<file path="src/design/ptci_pkg.sv">
// ----------------------------------------------------------------------------
// ptci_pkg
// shared constants, widths and controller/datapath handshake types
// ----------------------------------------------------------------------------
package ptci_pkg;

   localparam int MAX_EXPONENTS = 32;
   localparam int TABLE_POINTS  = 129;
   localparam int FRAC_BITS     = 16;

   localparam int X_W      = 17;
   localparam int EXP_W    = 8;
   localparam int VAL_W    = FRAC_BITS + 1;
   localparam int SEGMENTS = TABLE_POINTS - 1;
   localparam int SEG_BITS = $clog2(SEGMENTS);
   localparam int SLOT_W   = (MAX_EXPONENTS > 1) ? $clog2(MAX_EXPONENTS) : 1;
   localparam int USED_W   = $clog2(MAX_EXPONENTS + 1);
   localparam int PT_W     = $clog2(TABLE_POINTS);
   localparam int DEPTH    = MAX_EXPONENTS * TABLE_POINTS;
   localparam int ADDR_W   = $clog2(DEPTH);
   localparam int PROD_W   = 2 * VAL_W;
   localparam int ACC_W    = PROD_W + 1;
   localparam int WIDE_W   = VAL_W + SEG_BITS + 2;
   localparam int DIFF_SHIFT = (FRAC_BITS >= SEG_BITS) ? (FRAC_BITS - SEG_BITS) : 0;

   localparam int REQ_W  = 32;
   localparam int RSP_W  = 24;
   localparam int USER_W = 2;

   localparam logic [VAL_W-1:0] ONE = VAL_W'(1) << FRAC_BITS;

   typedef struct packed {
      logic load_in;
      logic slot_inc;
      logic tag_wr;
      logic fb_set;
      logic pow_init_x;
      logic pow_init_pt;
      logic pow_mul_r;
      logic pow_mul_b;
      logic pt_clr;
      logic pt_inc;
      logic ram_wr;
      logic used_inc;
      logic built_set;
      logic rd_a;
      logic rd_b;
      logic cap_a;
      logic res_ram;
      logic mul1;
      logic mul2;
      logic sum;
      logic res_pow;
      logic out_load;
   } ptci_cmd_type;

   typedef struct packed {
      logic hit;
      logic at_end;
      logic full;
      logic exp_zero;
      logic pt_last;
      logic top;
      logic rsp_busy;
   } ptci_status_type;

endpackage

</file>
<file path="src/design/ptci_ctrl.sv">
// ----------------------------------------------------------------------------
// ptci_ctrl
// sequencer: tag search, table build, power loop, interpolation, hand-off
// ----------------------------------------------------------------------------
module ptci_ctrl (
   input  logic                      clock,
   input  logic                      reset,
   input  logic                      req_tvalid,
   output logic                      req_tready,
   input  ptci_pkg::ptci_status_type status,
   output ptci_pkg::ptci_cmd_type    cmd
);

   typedef enum logic [3:0] {
      ST_IDLE,
      ST_SEARCH,
      ST_BLD,
      ST_POW_R,
      ST_POW_B,
      ST_RD_A,
      ST_RD_B,
      ST_MUL1,
      ST_MUL2,
      ST_SUM,
      ST_DONE
   } state_type;

   state_type state_ff;
   state_type state_in;
   logic      fb_ff;
   logic      fb_in;

   assign req_tready = (state_ff == ST_IDLE);

   always_comb begin
      state_in = state_ff;
      fb_in    = fb_ff;
      cmd      = '0;
      case (state_ff)
         ST_IDLE: begin
            if (req_tvalid) begin
               cmd.load_in = 1'b1;
               fb_in       = 1'b0;
               state_in    = ST_SEARCH;
            end
         end
         ST_SEARCH: begin
            if (status.at_end) begin
               if (status.full) begin
                  cmd.fb_set     = 1'b1;
                  cmd.pow_init_x = 1'b1;
                  fb_in          = 1'b1;
                  state_in       = ST_POW_R;
               end else begin
                  cmd.tag_wr = 1'b1;
                  cmd.pt_clr = 1'b1;
                  state_in   = ST_BLD;
               end
            end else if (status.hit) begin
               state_in = ST_RD_A;
            end else begin
               cmd.slot_inc = 1'b1;
            end
         end
         ST_BLD: begin
            cmd.pow_init_pt = 1'b1;
            state_in        = ST_POW_R;
         end
         ST_POW_R: begin
            if (!status.exp_zero) begin
               cmd.pow_mul_r = 1'b1;
               state_in      = ST_POW_B;
            end else if (fb_ff) begin
               cmd.res_pow = 1'b1;
               state_in    = ST_DONE;
            end else begin
               cmd.ram_wr = 1'b1;
               if (status.pt_last) begin
                  cmd.used_inc  = 1'b1;
                  cmd.built_set = 1'b1;
                  state_in      = ST_RD_A;
               end else begin
                  cmd.pt_inc = 1'b1;
                  state_in   = ST_BLD;
               end
            end
         end
         ST_POW_B: begin
            cmd.pow_mul_b = 1'b1;
            state_in      = ST_POW_R;
         end
         ST_RD_A: begin
            cmd.rd_a = 1'b1;
            state_in = ST_RD_B;
         end
         ST_RD_B: begin
            cmd.rd_b  = 1'b1;
            cmd.cap_a = 1'b1;
            // x at 1.0 takes the last sample as is
            if (status.top) begin
               cmd.res_ram = 1'b1;
               state_in    = ST_DONE;
            end else begin
               state_in = ST_MUL1;
            end
         end
         ST_MUL1: begin
            cmd.mul1 = 1'b1;
            state_in = ST_MUL2;
         end
         ST_MUL2: begin
            cmd.mul2 = 1'b1;
            state_in = ST_SUM;
         end
         ST_SUM: begin
            cmd.sum  = 1'b1;
            state_in = ST_DONE;
         end
         ST_DONE: begin
            if (!status.rsp_busy) begin
               cmd.out_load = 1'b1;
               state_in     = ST_IDLE;
            end
         end
         default: begin
            state_in = ST_IDLE;
         end
      endcase
   end

   always_ff @(posedge clock) begin
      if (reset) begin
         state_ff <= ST_IDLE;
         fb_ff    <= 1'b0;
      end else begin
         state_ff <= state_in;
         fb_ff    <= fb_in;
      end
   end

endmodule

</file>
<file path="config.mk">
export PLATFORM = sky130hd
export DESIGN_NAME = ptci_ctrl
export DESIGN_NICKNAME = d
export VERILOG_FILES = /design/src/design/ptci_pkg.sv /design/src/design/ptci_ctrl.sv
export SDC_FILE = /design/constraint.sdc
export NUM_CORES = 1
export LEC_CHECK = 0
export ABC_AREA = 0
export BUFFER_PORTS_ARGS = -buffer_cell sky130_fd_sc_hd__buf_2
export CORE_AREA = 2 2 39 41
export CTS_CLUSTER_DIAMETER = 200
export DETAILED_ROUTE_END_ITERATION = 7
export DIE_AREA = 0 0 41 43
export GPL_TIMING_DRIVEN = 0
export PLACE_DENSITY = 0.73
export SLEW_MARGIN = 20
export SYNTH_ARGS = -nofsm -noshare
export SYNTH_HDL_FRONTEND = slang
export SYNTH_SLANG_ARGS = --single-unit
</file>
<file path="constraint.sdc">
create_clock -name clock -period 2.16 [get_ports clock]
set_input_delay 0.648 -clock clock [delete_from_list [all_inputs] [get_ports clock]]
set_output_delay 0.648 -clock clock [all_outputs]
set_load 0.005 [all_outputs]
</file>
==> metrics.md <==
| Metric | Value |
|---|---|
| Simple-gate share of the synthesized area | `40.4%` |
| Nets | `about 130` |
| Leading post-synthesis cells by cell area | `dfxtp_1 20%, nor3_1 9.9%, buf_4 7.4%` |
| Post-Syn Area | `approximately 500 µm²` |
| Core region area | `about 0.0014 mm²` |
| Routing usage on met2 | `around a third` |
| Largest family of logic cells by synthesized area | `simple AND/OR/NAND/NOR gates` |
| Num CTS Buffers | `3` |
| Routing usage on met3 | `6.28%` |
| WP data required | `about 1500 ps` |
| EDFF count, synth | `0` |
| Yosys cell types | `30` |
| Clk_skew | `about 5.4 ps` |
| Max-slew headroom | `between 70 and 80%` |
| Finish-stage setup viols | `0` |
| Maxcap violations | `0` |
| Grt total ovfl | `0` |
| Clk_lat worst skew | `between 200 and 250 ps` |
| CTS clk-pin slew, worst paths | `~50 ps` |
| First-pass GRT wire length | `between 2000 and 2500 µm` |
| Switching Share | `38.2%` |
| Sequential group share of total power | `between 20% and 30%` |
| Count of pins over their slew limit | `0` |
| XOR/XNOR share of the synthesized area | `0%` |
| Max IR drop VDD | `approximately 0.32 mV` |
| Final period utilization | `97.5%` |
| Routed WL | `between 1500 and 2000 µm` |
| Layout cells sized above 1 | `52.2%` |
| Vias | `695` |
| Synth Net Count | `between 80 and 90` |
| Post-synth top area cell | `dfxtp_1` |
| Pin count of the biggest net entering global routing | `11` |
| Clock Root Buffer | `clkbuf_4` |
| Startpoint Class | `flip-flop` |
| HP Class | `in -> reg` |
| Power density over the cells | `approximately 560 mW/mm²` |
| Setup WS pre-CTS | `70.1 ps` |
| Worst-Margin Slew | `407 ps` |
| Psw | `0.000173 W` |
| Gate power share | `~48%` |
| #FFs+latches synth | `5` |
| Starting density of the core | `a little over a third` |
| Most frequent cell after synthesis | `nor3_1` |
| Vias in the first global route | `approximately 610` |
| Met1 GRT Util | `about a quarter` |
| Max Buffers Root-to-Sink | `2` |
| Drt wl/cell | `between 10 and 15 µm` |
| Routability Congestion | `0.870` |
| GR peak layer | `met2` |
| Top cell type's share of synthesized area | `between 15 and 20%` |
| Port buffer count | `32` |
| Power share of the clock group | `24.4%` |
| Final WS setup | `54.3 ps` |
| Hpwl dp | `approximately 1100 µm` |
| WS Path Type | `reg -> out` |
| Final hold vios | `0` |
| Max H-tree Level | `1` |
| Initial antenna violation count | `0` |
| Area grow syn2layout | `61.8%` |
| CP Max Fanout | `5` |
| Mean post-synth cell area | `roughly 7 µm²` |
| CTS Hold Buffers Added | `0` |
| FFs w/ async S/R, synth | `0%` |
| Pre-antenna DRT Iters | `4` |
| Setup TNS | `0 ps` |
| Inst Count DP | `approximately 120` |
| Die footprint | `0.00176 mm²` |
| Post-route ant nets | `0` |
| Die Ht | `approximately 43 µm` |
| I/O pin count | `33` |
| Top cells by count, synth | `10 x nor3_1, 7 x inv_1, 6 x nand2_1, 6 x nor2_1` |
| Sequential fraction of the synthesis area | `19.9%` |
| DIE WIDTH | `~41 µm` |
| Num rows | `14` |
| Sink Count | `5` |
| P_leak | `0.423 nW` |
| Vias/cell | `5.31` |
| Antenna cells | `0` |
| Max Fclk | `~470 MHz` |
| Compound-Gate Fraction of Synth Area | `about a quarter` |
| Final Non-Filler Cells | `~130` |
| CTS tree | `built` |
| Most used DFF post-synth | `dfxtp_1` |
| Critical path arrival | `1460 ps` |
| Post-Syn Instances | `74` |
| GRT Util Overall | `20.5%` |
| DR iter-0 viols | `18` |
| Post-synthesis adder-cell area fraction | `0%` |
| Status | `complete, no violations` |
| Internal power | `approximately 0.00028 W` |
| Crit path capture type | `output port` |
| Yosys warns | `0` |
| Tmin final | `about 2100 ps` |
| Mux share of post-synthesis cell area | `0%` |
| DRC | `0` |
==> sequential cells by signal (all words and copies together) (netlist names) <==
| name | cells |
|---|---|
| fb_ff | 1 |
| state_ff | 4 |
==> logic make-up after synthesis <==
| family | count (synthesis) |
|---|---|
| simple gates | 37 |
| compound gates | 16 |
| buf+inv | 16 |
| flops | 5 |
==> layout by cell type, fill, tap and decap left out, types with 2 or more instances in the layout <==
| master | synthesis | final |
|---|---|---|
| buf_2 | 2 | 31 |
| buf_4 | 5 | 10 |
| nor3_1 | 10 | 9 |
| inv_1 | 7 | 6 |
| nand2_1 | 6 | 5 |
| nor2_1 | 6 | 5 |
| nand2b_1 | 5 | 4 |
| buf_6 | 0 | 3 |
| o21ai_0 | 3 | 3 |
| clkbuf_4 | 0 | 3 |
| clkbuf_1 | 1 | 2 |
| or3_4 | 0 | 2 |
| a211oi_1 | 2 | 2 |
| o211ai_1 | 2 | 2 |
| o32ai_1 | 2 | 2 |
| dfxtp_2 | 0 | 2 |
| dfxtp_4 | 0 | 2 |
==> routing by layer <==
metal  vias up  part of all wire, %
met3         0                  7.5
met5         -                    0
met1       311                   39
met4         0                    0
met2        41                   53
li1        343                    -
==> path summary, 6_finish.rpt <==
path | from | endpoint | slack [ps] | cells past startpoint
worst max register to register | state_ff[0] | fb_ff | 790 | 5
worst min-delay path | reset | state_ff[1] | 620 | 2
worst min register to register | state_ff[0] | state_ff[1] | 620 | 2
worst max-delay path | state_ff[2] | cmd[19] | 50 | 5
==> critical path, cell delays in order (launching register included) <==
cell	delay [ps]
dfxtp_4	350
nand2b_4	150
or3_4	370
nor3_4	130
buf_4	130
buf_6	80
==> stage by stage <==
| step | hold WS [ps] | power [W] | cell area (µm²) | utilization, % |
|---|---|---|---|---|
| floorplan | 592 | 0.000240 | 504 | - |
| global placement | 655 | 0.000300 | 684 | 49.5 |
| detailed placement | 659 | 0.000304 | 684 | 49.5 |
| CTS | 614 | 0.000450 | 792 | 57.2 |
| global route | 627 | 0.000493 | 816 | 59.0 |
| finish | 615 | 0.000454 | 816 | 59.0 |
==> area by class of cell <==
cell class / count / area, µm²
buffer: 5 / 35.0
clock buffer: 4 / 26.3
fill: 125 / 568
inverter: 8 / 30.0
multi-input combinational: 53 / 362
sequential: 5 / 110
tap: 16 / 20.0
timing repair buffer: 40 / 233
==> power by group through the flow <==
stage | registers [W] | logic, W | clock network [W]
CTS | 0.000122 | 0.000213 | 0.000115
global route | 0.000130 | 0.000241 | 0.000122
finish | 0.000128 | 0.000216 | 0.000111
floorplan | 0.000117 | 0.000123 | 0
global placement | 0.000120 | 0.000179 | 0
detailed placement | 0.000120 | 0.000183 | 0
==> what timing repair did <==
item / CTS / global route
setup buffers: 6 / 2
pin swaps: 2 / 2
resized for setup: 13 / 8
endpoints found under the setup margin: 7 / 7
Power figures use the tool's default switching activity.
